==> src/rcbs_pkg.sv <==
// Shared types, field widths and score helper for the root candidate selector.
package rcbs_pkg;

	localparam int unsigned PREF_W  = 8;
	localparam int unsigned STRAT_W = 8;
	localparam int unsigned SIG_W   = 8;
	localparam int unsigned ID_W    = 64;
	localparam int unsigned SCORE_W = 10;
	localparam int unsigned IDX_W   = 8;
	localparam int unsigned IN_DATA_W  = PREF_W + STRAT_W + 2 * SIG_W + ID_W;
	localparam int unsigned OUT_USER_W = 2;

	// bit positions in the result tuser
	localparam int unsigned USER_FOUND = 0;
	localparam int unsigned USER_OVER  = 1;

	typedef logic signed [SCORE_W-1:0] score_t;

	typedef struct packed {
		logic [ID_W-1:0]    eui_id;
		logic signed [SIG_W-1:0] snr_avg;
		logic signed [SIG_W-1:0] rssi_avg;
		logic [STRAT_W-1:0] strat_level;
		logic [PREF_W-1:0]  dodag_pref;
	} cand_t;

	// score = 2*rssi + snr, always fits in ten signed bits
	function automatic score_t calc_score(logic signed [SIG_W-1:0] rssi,
			logic signed [SIG_W-1:0] snr);
		score_t r2;
		score_t s1;
		r2 = {rssi[SIG_W-1], rssi, 1'b0};
		s1 = {{(SCORE_W-SIG_W){snr[SIG_W-1]}}, snr};
		return r2 + s1;
	endfunction

endpackage

==> src/root_candidate_best_select.sv <==
// Top level: streaming lexicographic best-candidate selector over a run of root candidates.
// The single stage's held-best compare sets a rate of one candidate per cycle,
// unless a last item stalls. The result register is loaded as a run's last item moves on.
// A last item stalls in the input register only while the result register is still full.
// Reset (arst_n low) empties both registers and clears the held best, count and overflow.
module root_candidate_best_select #(
	parameter int unsigned MAX_CANDIDATES = 256
) (
	input  logic clk,
	input  logic arst_n,
	input  logic s_axis_tvalid,
	output logic s_axis_tready,
	// dodag_pref[7:0], strat_level[15:8], rssi_avg[23:16], snr_avg[31:24], eui_id[95:32]
	input  logic [rcbs_pkg::IN_DATA_W-1:0] s_axis_tdata,
	// sig_ok
	input  logic s_axis_tuser,
	input  logic s_axis_tlast,
	output logic m_axis_tvalid,
	input  logic m_axis_tready,
	// best_idx[7:0]
	output logic [rcbs_pkg::IDX_W-1:0] m_axis_tdata,
	// found[0], overflow[1]
	output logic [rcbs_pkg::OUT_USER_W-1:0] m_axis_tuser
);

	localparam int unsigned POS_W = (MAX_CANDIDATES > 1) ? $clog2(MAX_CANDIDATES) : 1;
	localparam int unsigned CNT_W = $clog2(MAX_CANDIDATES + 1);
	localparam logic [CNT_W-1:0] CNT_MAX = CNT_W'(MAX_CANDIDATES);

	// input register
	logic           valid_s1;
	rcbs_pkg::cand_t cand_s1;
	logic           sig_s1;
	logic           last_s1;

	// held best and run state
	logic                       have_q;
	logic [rcbs_pkg::PREF_W-1:0]  pref_q;
	logic [rcbs_pkg::STRAT_W-1:0] strat_q;
	rcbs_pkg::score_t           score_q;
	logic [rcbs_pkg::ID_W-1:0]    id_q;
	logic [POS_W-1:0]           pos_q;
	logic [CNT_W-1:0]           cnt_q;
	logic                       over_q;

	// result register
	logic                             out_valid_q;
	logic [rcbs_pkg::IDX_W-1:0]       out_idx_q;
	logic [rcbs_pkg::OUT_USER_W-1:0]  out_user_q;

	logic             out_free;
	logic             go_s1;
	logic             in_xfer;
	rcbs_pkg::score_t score_c;
	logic             selectable;
	logic             beats;
	logic             take;
	logic             have_n;
	logic [POS_W-1:0] pos_n;
	logic             over_n;
	logic [POS_W+rcbs_pkg::IDX_W-1:0] pos_ext;

	assign out_free      = !out_valid_q || m_axis_tready;
	assign go_s1         = valid_s1 && (!last_s1 || out_free);
	assign s_axis_tready = !valid_s1 || go_s1;
	assign in_xfer       = s_axis_tvalid && s_axis_tready;

	assign score_c    = rcbs_pkg::calc_score(cand_s1.rssi_avg, cand_s1.snr_avg);
	assign selectable = cnt_q < CNT_MAX;

	always_comb begin
		priority if (cand_s1.dodag_pref != pref_q) begin
			beats = cand_s1.dodag_pref > pref_q;
		end else if (cand_s1.strat_level != strat_q) begin
			beats = cand_s1.strat_level < strat_q;
		end else if (score_c != score_q) begin
			beats = score_c > score_q;
		end else begin
			beats = cand_s1.eui_id < id_q;
		end
	end

	assign take    = selectable && sig_s1 && (!have_q || beats);
	assign have_n  = have_q || take;
	assign pos_n   = take ? cnt_q[POS_W-1:0] : pos_q;
	assign over_n  = over_q || !selectable;
	assign pos_ext = {{rcbs_pkg::IDX_W{1'b0}}, pos_n};

	always_ff @(posedge clk or negedge arst_n) begin
		if (!arst_n) begin
			valid_s1 <= 1'b0;
		end else if (s_axis_tready) begin
			valid_s1 <= s_axis_tvalid;
		end
	end

	always_ff @(posedge clk) begin
		if (in_xfer) begin
			cand_s1 <= rcbs_pkg::cand_t'(s_axis_tdata);
			sig_s1  <= s_axis_tuser;
			last_s1 <= s_axis_tlast;
		end
	end

	always_ff @(posedge clk or negedge arst_n) begin
		if (!arst_n) begin
			have_q  <= 1'b0;
			pref_q  <= '0;
			strat_q <= '0;
			score_q <= '0;
			id_q    <= '0;
			pos_q   <= '0;
			cnt_q   <= '0;
			over_q  <= 1'b0;
		end else if (go_s1) begin
			if (last_s1) begin
				// clear for the next run
				have_q  <= 1'b0;
				pref_q  <= '0;
				strat_q <= '0;
				score_q <= '0;
				id_q    <= '0;
				pos_q   <= '0;
				cnt_q   <= '0;
				over_q  <= 1'b0;
			end else begin
				have_q <= have_n;
				pos_q  <= pos_n;
				over_q <= over_n;
				if (selectable) begin
					cnt_q <= cnt_q + CNT_W'(1);
				end
				if (take) begin
					pref_q  <= cand_s1.dodag_pref;
					strat_q <= cand_s1.strat_level;
					score_q <= score_c;
					id_q    <= cand_s1.eui_id;
				end
			end
		end
	end

	always_ff @(posedge clk or negedge arst_n) begin
		if (!arst_n) begin
			out_valid_q <= 1'b0;
		end else if (go_s1 && last_s1) begin
			out_valid_q <= 1'b1;
		end else if (m_axis_tready) begin
			out_valid_q <= 1'b0;
		end
	end

	always_ff @(posedge clk) begin
		if (go_s1 && last_s1) begin
			out_idx_q                       <= have_n ? pos_ext[rcbs_pkg::IDX_W-1:0] : '0;
			out_user_q[rcbs_pkg::USER_FOUND] <= have_n;
			out_user_q[rcbs_pkg::USER_OVER]  <= over_n;
		end
	end

	assign m_axis_tvalid = out_valid_q;
	assign m_axis_tdata  = out_idx_q;
	assign m_axis_tuser  = out_user_q;

	a_clear_after_last: assert property (@(posedge clk) disable iff (!arst_n)
		go_s1 && last_s1 |=> cnt_q == '0 && !have_q && !over_q)
		else $error("run state not cleared after last item");

	a_cnt_bound: assert property (@(posedge clk) disable iff (!arst_n)
		cnt_q <= CNT_MAX)
		else $error("position counter past capacity");

	a_over_saturated: assert property (@(posedge clk) disable iff (!arst_n)
		over_q |-> cnt_q == CNT_MAX)
		else $error("overflow set before counter saturated");

	a_not_found_idx: assert property (@(posedge clk) disable iff (!arst_n)
		out_valid_q && !out_user_q[rcbs_pkg::USER_FOUND] |-> out_idx_q == '0)
		else $error("nonzero index without a found candidate");

	a_ready_when_empty: assert property (@(posedge clk) disable iff (!arst_n)
		!valid_s1 |-> s_axis_tready)
		else $error("input stalled with empty input register");

endmodule

==> config.mk <==
export PLATFORM = sky130hd
export DESIGN_NAME = root_candidate_best_select
export DESIGN_NICKNAME = d
export VERILOG_FILES = /design/src/rcbs_pkg.sv /design/src/root_candidate_best_select.sv
export SDC_FILE = /design/constraint.sdc
export NUM_CORES = 1
export LEC_CHECK = 0
export BUFFER_PORTS_ARGS = -buffer_cell sky130_fd_sc_hd__buf_2
export CAP_MARGIN = 25
export CORE_ASPECT_RATIO = 1.1
export CORE_UTILIZATION = 30
export DETAILED_ROUTE_END_ITERATION = 16
export PLACE_DENSITY = 0.46
export REMOVE_ABC_BUFFERS = 1
export SLEW_MARGIN = 40
export SYNTH_ARGS = -nofsm -noshare
export SYNTH_HDL_FRONTEND = slang
export SYNTH_SLANG_ARGS = --single-unit
==> constraint.sdc <==
create_clock -name clk -period 4.09 [get_ports clk]
set_input_delay 0.2045 -clock clk [delete_from_list [all_inputs] [get_ports clk]]
set_output_delay 0.2045 -clock clk [all_outputs]
set_load 0.03 [all_outputs]
==> results.yml, run 1 <==
power:
  p_int_mw: 4.31
  power_frac_comb: 0.183
  total_power_mw: 5.88
  p_sw_mw: 1.57
  p_clk_frac: 0.360
  ir_drop_mv: 0.278
  p_per_area_nw_per_um2: 437
  seqPwrFrac: 0.457
  switching_share: 0.266
  p_leak_nw: 5.79
place:
  dpl.cell_count: 1342
  dpl.hpwl_mm: 14.6
  port_buffers: 113
  gp_congestion: 0.736
global_routing:
  grt_overflow: 0
  use_met1: 0.181
  grtUsageMet2: 0.219
  antenna_found_initial: 0
  grt_pass1_vias: 6933
  use_met3: 0.0214
  gr-max-usage-layer: "met2"
  grt_pass1_wl_mm: 36.3
  grt_max_degree: 52
  track_usage: 0.133
critical_path:
  path_cells: "buf_4 > fa_2 > a21oi_2 > nor2_1 > nor2_1 > o21bai_1 > a21oi_2 > xnor2_1 > ha_1 > nand4_1 > nor3_2 > buf_4 > o311ai_1 > a2111o_1 > nor4_4 > o21ai_2 > buf_4 > a21o_4 > buf_4 > a22o_1"
  critical_path.top_delay_family: "compound AO/OA/AOI/OAI gates"
  crit_arrival_ns: 4.41
  worstPathMaxFanout: 11
  worstSetupPathType: "register to register"
  crit_slowest_cell: "edfxtp_1"
  required_ns: 4.49
  cp-start-kind: "register"
  crit_path_max_incr_delay_ns: 0.39
  cp-end-kind: "register"
  cpMostUsedCell: "buf_4"
  timing.critical_path.buf_inv: 4
sta:
  fmax_mhz: 250
  hold_violations: 0
  clock_skew_ns: 0.0112
  finalCritPeriodShare: 0.979
  max_slew.worst_pin.slew_ns: 0.771
  setup_viol: 0
  drv_slew: 0
  holdWs_ns: 0.231
  rsz0062_at_grt: "yes"
  period_minus_slack_ns: 4.00
  max_slew_margin: 0.486
synthesis:
  ys_types: 50
  ys_seq_elements: 219
  ys_top_cells_by_area: "edfxtp_1 (32%), dfrtp_1 (27%), ha_1 (12%)"
  synth_ff_type: "dfrtp_1"
  synth_cells: 795
  yosysTopAreaCellShare: 0.319
  syn_avg_cell_area_um2: 12.8
  yosysTopAreaCell: "edfxtp_1"
  ys_seq_area_frac: 0.593
  synth_warnings: 0
  async_flop_share: 0.507
  synth_edf_count: 108
  syn-cell-area_um2: 10200
routing:
  firstDrtPassIters: 4
  ant_nets: 0
  vias: 6927
  drt_iter0_drc: 288
  route.detailed.wl_per_inst_um: 15.2
  drt_wl_total_mm: 22.8
  drc_errors: 0
  avgViaCountPerCell: 4.60
status:
  status: "complete, no violations"
clock_tree:
  clock_path_buffers: 3
  cts_max_level: 1
  clkLatencyLatePin_ns: 0.53
  cts.sinks: 219
  tritoncts: "done"
  clock-root-buffer: "clkbuf_16"
  numCtsBuffers: 27
  clkTransAtPathRegs_ns: 0.05
final_layout:
  final_cell_mix: "buf_2 (112), dfrtp_1 (111), edfxtp_1 (108)"
  syn2layout_area_growth_pct: 32.4
  num_antenna_cells: 0
  final_nets: 1255
  fin_cells: 1506
  final_common_cell: "buf_2"
  nFillCells: 3177
  drive_above_1_share: 0.193
  utilization: 0.404
floorplanning:
  num_rows: 70
  die_width_um: 177
  die_h_um: 195
  io_pins: 114
  start_util: 0.305
  coreArea_um2: 33300
  dieArea_um2: 34600
worst_hold_path:
  hp-class: "primary input to asynchronous set/reset pin"
flow_run:
  drv_cap: 0
registers in the layout (all words and copies together) (netlist names), 2 cells and up:
signal,cells
cnt_q,9
pos_q,8
m_axis_tdata,8
strat_q,8
pref_q,8
m_axis_tuser,2
score_q,10
id_q,64
cand_s1,96
cell families (layout without fill, tap and decap cells):
kind of cell	after synthesis	in the layout	share of synthesized area
compound gates	204	204	0.150
fa+ha+maj	99	99	0.123
simple gates	127	127	0.0670
flops	219	219	0.593
xor+xnor	11	11	0.00949
buf+inv	135	414	0.0583
cells in the mapped netlist (3+ instances only):
cell type  count
and2_1         3
a22o_1        90
buf_2         11
inv_1        106
nand3_1       18
and4_1         4
and3_1         6
o22ai_1        4
nor4_1        12
nand2_1       25
buf_6          9
clkbuf_1       8
ha_1          98
nor2_1        18
edfxtp_1     108
nor3_1         4
a31oi_1        3
o21ai_0       23
xnor2_1        9
a21o_1        10
nand2b_1       5
a221o_1        9
a21oi_1       41
or2_2          3
nor2b_1       12
o211ai_1       5
dfrtp_1      111
nand4_1       12
power by group through the flow:
stage / Combinational, mW / Sequential [mW] / Clock, mW
after floorplan: 0.611 / 2.70 / 0
after global placement: 0.939 / 2.73 / 0
after detailed placement: 0.948 / 2.72 / 0
after CTS: 1.06 / 2.69 / 2.19
after global routing: 1.23 / 2.72 / 2.28
final: 1.07 / 2.69 / 2.12
cell type report:
cell class	instances	area (um2)	share of cell area
Sequential cell	219	6020	0.448
Multi-Input combinational cell	441	3600	0.268
Timing Repair Buffer	259	2120	0.158
Clock buffer	40	724	0.0539
Tap cell	432	541	0.0402
Inverter	106	398	0.0296
Clock inverter	9	43.8	0.00326
stage by stage:
stage	setup slack [ns]	instance area [um2]	setup TNS [ns]
floorplan	-4.69	9960	-422.30
global placement	-0.0661	11400	-4.42
detailed placement	-0.260	11400	-23.27
CTS	-0.0184	13300	-0.131
global route	-0.260	13500	-22.55
finish	0.0859	13500	0
path summary, 6_finish.rpt:
path | start | endpoint | slack [ns] | cells past startpoint
worst max-delay path | cand_s1[17]$_DFFE_PP_ | pref_q[0]$_DFFE_PN0P_ | 0.09 | 20
worst min-delay path | arst_n | id_q[43]$_DFFE_PN0P_ | 0.23 | 2
worst max register to register | cand_s1[17]$_DFFE_PP_ | pref_q[0]$_DFFE_PN0P_ | 0.09 | 20
worst min register to register | over_q$_DFFE_PN0P_ | over_q$_DFFE_PN0P_ | 0.49 | 2
max in group asynchronous | arst_n | score_q[3]$_DFFE_PN0P_ | 2.88 | 3
min in group clk | s_axis_tdata[72] | cand_s1[72]$_DFFE_PP_ | 0.38 | 2
worst register-to-register path: cells and delay by family, from the launching register on:
kind | cells | cell delay (ns)
AOI/OAI and AO/OA | 8 | 1.37
xor gates and xnor gates | 1 | 0.11
adders and majority gates | 2 | 0.70
buffers and inverters | 4 | 0.65
DFF | 1 | 0.39
and+or+nand+nor | 5 | 0.67
layer usage:
| metal | up-vias | share of wire |
|---|---|---|
| met3 | 27 | 0.040 |
| met4 | 0 | 0.019 |
| met2 | 125 | 0.47 |
| met1 | 3322 | 0.47 |
| met5 | - | 0 |
| li1 | 3453 | - |
timing repair:
| action | 4_1_cts | 5_1_grt |
|---|---|---|
| resized for setup | 16 | 15 |
| pin swaps | 21 | 3 |
| setup buffers | 8 | 1 |
| setup endpoints to repair | 106 | 106 |
| hold buffers | 101 | 0 |
| gates cloned | 2 | 3 |
| hold endpoints to repair | 140 | 0 |
Power figures use the tool's default switching activity.
==> run 2: changes to the inputs <==
==> constraint.sdc (replaced) <==
create_clock -name clk -period 3.9 [get_ports clk]
set_input_delay 0.195 -clock clk [delete_from_list [all_inputs] [get_ports clk]]
set_output_delay 0.195 -clock clk [all_outputs]
set_load 0.03 [all_outputs]
==> results.yml, run 2 (synthesis results as in run 1) <==
final_layout:
  final_common_cell: "buf_2"
  top_regs: "cand_s1 x96, id_q x64, score_q x10"
  utilization: 0.414
  final_nets: 1263
  nFillCells: 3113
  largest_reg_flops: 96
  drive_above_1_share: 0.206
  syn2layout_area_growth_pct: 35.8
  top_register: "cand_s1"
  num_antenna_cells: 0
  final_cell_mix: "buf_2 (112), dfrtp_1 (111), edfxtp_1 (108)"
  final_cell_area_um2: 13800
sta:
  rsz0062_at_grt: "yes"
  fmax_mhz: 248
  drv_slew: 0
  clock_skew_ns: 0.00773
  max_slew_margin: 0.561
  setup_viol: 105
  max_slew.worst_pin.slew_ns: 0.658
  finalCritPeriodShare: 1.04
  period_minus_slack_ns: 4.04
  layout_setup_ws_ns: -0.140
  hold_violations: 0
power:
  p_per_area_nw_per_um2: 461
  p_leak_nw: 5.93
  ir_drop_mv: 0.318
floorplanning:
  die_width_um: 177
  coreArea_um2: 33300
  start_util: 0.305
  dieArea_um2: 34600
  die_h_um: 195
  io_pins: 114
  num_rows: 70
clock_tree:
  cts.sinks: 219
  tritoncts: "done"
  clock-root-buffer: "clkbuf_16"
  numCtsBuffers: 27
  cts_max_level: 1
  clock_path_buffers: 3
  clkTransAtPathRegs_ns: 0.06
  clkLatencyLatePin_ns: 0.53
place:
  postPlaceCellArea_um2: 11400
  gp_congestion: 0.757
  dpl.hpwl_mm: 14.4
  port_buffers: 113
critical_path:
  cp-end-kind: "register"
  crit_arrival_ns: 4.45
  worstSetupPathType: "register to register"
  worstPathMaxFanout: 29
  required_ns: 4.31
  cp-start-kind: "register"
global_routing:
  antenna_found_initial: 0
  grt_max_degree: 62
  track_usage: 0.139
  grt_pass1_wl_mm: 38.1
  grt_pass1_vias: 7297
  grt_overflow: 0
status:
  status: "finished with violations"
  violations: "setup timing"
routing:
  drc_errors: 0
  drt_wl_total_mm: 24.4
  ant_nets: 0
  vias: 7027
  firstDrtPassIters: 4
  route.detailed.wl_per_inst_um: 16.1
  avgViaCountPerCell: 4.64
  drt_iter0_drc: 336
worst_hold_path:
  hp-class: "primary input to asynchronous set/reset pin"
flow_run:
  drv_cap: 0
## run 2: cell count changes in the layout (fill, tap and decap cells not counted), moves of 3 or more
cell       before  now
clkbuf_16      30   37
clkbuf_1       13   10
buf_4          29   24
nand3_2         0    3
nand3_1        18   15
buf_12          7   11
## run 2: path summary, 6_finish.rpt
| path | cells after the start | to | from | slack (ns) |
|---|---|---|---|---|
| max | 21 | score_q[9]$_DFFE_PN0P_ | cand_s1[16]$_DFFE_PP_ | -0.14 |
| min | 2 | id_q[42]$_DFFE_PN0P_ | arst_n | 0.18 |
| max reg2reg | 21 | score_q[9]$_DFFE_PN0P_ | cand_s1[16]$_DFFE_PP_ | -0.14 |
| min reg2reg | 2 | over_q$_DFFE_PN0P_ | over_q$_DFFE_PN0P_ | 0.49 |
| max in group asynchronous | 3 | cnt_q[5]$_DFFE_PN0P_ | arst_n | 2.99 |
| min in group clk | 2 | cand_s1[61]$_DFFE_PP_ | s_axis_tdata[61] | 0.37 |
## run 2: per-stage QoR
step	hold slack (ns)	total power, mW	worst slack (ns)	std cells	TNS [ns]
after floorplan	-0.101	3.47	-4.88	766	-439.40
after global placement	0.317	3.87	-0.239	1340	-23.24
after detailed placement	0.310	3.87	-0.398	1340	-39.28
after CTS	0.282	6.39	-0.241	1500	-20.55
after global routing	0.210	6.74	-0.419	1515	-41.25
final	0.179	6.36	-0.140	1515	-11.51
## run 2: what timing repair did
item                                    in CTS  in global routing
hold endpoints to repair                   150                  0
buffers inserted                             6                  3
hold buffers                               101                  0
resized for setup                           28                  5
endpoints found under the setup margin     106                106
pin swaps                                   16                 45
gates cloned                                 3                 12
## run 2: final cells by class
type                            count  area, um2  share of cell area
Clock buffer                       38        727              0.0527
Clock inverter                     12       90.1             0.00653
Inverter                          106        398              0.0288
Multi-Input combinational cell    441       3630               0.263
Sequential cell                   219       6020               0.437
Tap cell                          432        541              0.0392
Timing Repair Buffer              267       2390               0.173
## run 2: power by group
part / total (mW) / switching [mW] / internal, mW
logic: 1.22 / 0.585 / 0.631
registers: 2.82 / 0.144 / 2.67
clock network: 2.33 / 0.967 / 1.36
## run 2: critical path, cell delays in order (launching register included)
cell      delay (ns)
edfxtp_1        0.37
ha_2            0.21
fa_2            0.35
a21oi_2         0.12
nor2_1          0.05
nor2_1          0.12
o21bai_1        0.09
a21oi_2         0.20
o211ai_1        0.10
o21ai_0         0.12
ha_1            0.19
nand2_1         0.07
nor3_2          0.22
buf_4           0.15
o311ai_1        0.08
a2111o_1        0.39
nor4_4          0.18
o21ai_2         0.12
buf_4           0.14
a21o_4          0.25
buf_12          0.18
a22o_1          0.20
## run 2: layer usage
layer | routed length [um] | GRT usage
met1 | 11400 | 0.185
met4 | 423 | 0.0307
met5 | 0 | 0
met2 | 11700 | 0.237
met3 | 846 | 0.0214
==> run 3: changes to the inputs <==
--- a/config.mk
+++ b/config.mk
@@ -8,9 +8,9 @@
 export BUFFER_PORTS_ARGS = -buffer_cell sky130_fd_sc_hd__buf_2
 export CAP_MARGIN = 25
 export CORE_ASPECT_RATIO = 1.1
-export CORE_UTILIZATION = 30
+export CORE_UTILIZATION = 59
 export DETAILED_ROUTE_END_ITERATION = 16
-export PLACE_DENSITY = 0.46
+export PLACE_DENSITY = 0.8
 export REMOVE_ABC_BUFFERS = 1
 export SLEW_MARGIN = 40
 export SYNTH_ARGS = -nofsm -noshare
==> results.yml, run 3 (synthesis results as in run 1) <==
status:
  status: "finished with violations"
  violations: "setup timing"
critical_path:
  ff2ff_setup_slack_ns: -0.23
  reg2reg_from: "cand_s1[25]$_DFFE_PP_"
  worstPathMaxFanout: 9
  worstSetupPathType: "register to register"
  crit_arrival_ns: 4.58
  cp-start-kind: "register"
  cp-end-kind: "register"
  r2r_cells: 19
  required_ns: 4.35
  rr_endpoint: "id_q[49]$_DFFE_PN0P_"
global_routing:
  antenna_found_initial: 0
  grt_overflow: 0
  grt_pass1_wl_mm: 38.1
  track_usage: 0.274
  grt_max_degree: 59
  grt_pass1_vias: 7664
final_layout:
  num_antenna_cells: 0
  fin_cells: 1297
  syn2layout_area_growth_pct: 31.2
  final_common_cell: "buf_2"
  largest_reg_flops: 96
  final_cell_mix: "buf_2 (112), dfrtp_1 (111), edfxtp_1 (108)"
  top_regs: "cand_s1 x96, id_q x64, score_q x10"
  drive_above_1_share: 0.209
  top_register: "cand_s1"
  nFillCells: 887
  final_nets: 1252
sta:
  drv_slew: 0
  setup_viol: 106
  rsz0062_at_grt: "yes"
  max_slew.worst_pin.slew_ns: 0.728
  holdWs_ns: 0.283
  layout_setup_ws_ns: -0.227
  max_slew_margin: 0.514
  finalCritPeriodShare: 1.06
  fmax_mhz: 242
  fin_tns_setup_ns: -17.22
  clock_skew_ns: 0.0203
  period_minus_slack_ns: 4.13
  hold_violations: 0
place:
  port_buffers: 113
  dpl.hpwl_mm: 12.8
  dpl.cell_count: 1128
  dp_slack_ns: -0.455
  gp_congestion: 0.815
floorplanning:
  start_util: 0.611
  die_h_um: 140
  dieArea_um2: 17700
  coreArea_um2: 16600
  die_width_um: 127
  io_pins: 114
  num_rows: 49
power:
  total_power_mw: 6.37
  ir_drop_mv: 0.412
  p_per_area_nw_per_um2: 478
  p_leak_nw: 5.83
clock_tree:
  cts.sinks: 219
  clock_path_buffers: 3
  clkTransAtPathRegs_ns: 0.07
  clock-root-buffer: "clkbuf_16"
  numCtsBuffers: 23
  tritoncts: "done"
  clkLatencyLatePin_ns: 0.52
  cts_max_level: 1
routing:
  vias: 7390
  route.detailed.wl_per_inst_um: 18.6
  drt_iter0_drc: 506
  drt_wl_total_mm: 24.1
  avgViaCountPerCell: 5.70
  drc_errors: 0
  firstDrtPassIters: 5
  ant_nets: 0
flow_run:
  drv_cap: 0
worst_hold_path:
  hp-class: "primary input to asynchronous set/reset pin"
==> run 3: cell types whose count changed in the layout (fill, tap and decap cells not counted), moves of 3 or more <==
| cell | delta |
|---|---|
| buf_16 | -3 |
| buf_4 | +5 |
| bufinv_16 | +3 |
| clkbuf_1 | -8 |
| clkbuf_16 | -8 |
| nor4_1 | -6 |
| nor4_2 | +6 |
| o21ai_0 | +4 |
| o21ai_1 | -5 |
==> run 3: layer usage <==
layer / up-vias / GRT usage / wire (um)
met5: - / 0 / 0
met4: 0 / 0.105 / 853
met1: 3634 / 0.330 / 9520
met2: 242 / 0.496 / 12800
met3: 62 / 0.0404 / 1020
li1: 3452 / - / -
==> run 3: critical path, cell delays in order (launching register included) <==
cell and delay [ns]:
edfxtp_1 0.43, ha_2 0.22, fa_2 0.37, a21oi_2 0.17
nor2_1 0.06, nor2_1 0.11, o21bai_1 0.09, a21oi_2 0.20
xnor2_2 0.11, ha_1 0.31, nand4_1 0.14, nor3_4 0.20
o311ai_2 0.14, a2111o_1 0.35, nor4_4 0.20, o21ai_2 0.14
nor3b_2 0.27, buf_6 0.22, clkbuf_16 0.17, a22o_1 0.16
==> run 3: per-stage QoR <==
step                      utilization  instance area [um2]
after CTS                       0.788                13100
after detailed placement        0.666                11100
final                           0.802                13300
after global routing            0.802                13300
after floorplan                     -                 9960
after global placement          0.666                11100
==> run 3: worst max-delay path by stage <==
stage / from / endpoint / slack, ns / depth (start not counted)
finish: cand_s1[25]$_DFFE_PP_ / id_q[49]$_DFFE_PN0P_ / -0.23 / 19
global placement: cand_s1[16]$_DFFE_PP_ / id_q[39]$_DFFE_PN0P_ / -0.14 / 19
floorplan: cand_s1[16]$_DFFE_PP_ / id_q[0]$_DFFE_PN0P_ / -4.88 / 18
detailed placement: cand_s1[16]$_DFFE_PP_ / id_q[55]$_DFFE_PN0P_ / -0.45 / 18
CTS: cand_s1[16]$_DFFE_PP_ / id_q[14]$_DFFE_PN0P_ / -0.06 / 19
global route: cand_s1[25]$_DFFE_PP_ / id_q[49]$_DFFE_PN0P_ / -0.48 / 20
==> run 3: layout make-up <==
type	instances	area [um2]	share of cell area
Sequential cell	219	6020	0.452
Multi-Input combinational cell	441	3670	0.275
Timing Repair Buffer	260	2160	0.162
Clock buffer	26	608	0.0456
Inverter	106	398	0.0299
Tap cell	229	287	0.0215
Clock inverter	16	191	0.0144
==> run 3: power breakdown <==
group	internal, mW	switching, mW	leakage (nW)
logic	0.609	0.614	2.91
registers	2.67	0.154	2.54
clock network	1.39	0.929	0.386
total	4.67	1.70	5.83
==> run 3: repair_timing <==
item,CTS,global route
pin swaps,11,17
hold endpoints to repair,150,0
hold buffers,101,0
gates cloned,1,5
setup endpoints to repair,106,106
resized for setup,11,24
setup buffers,19,2
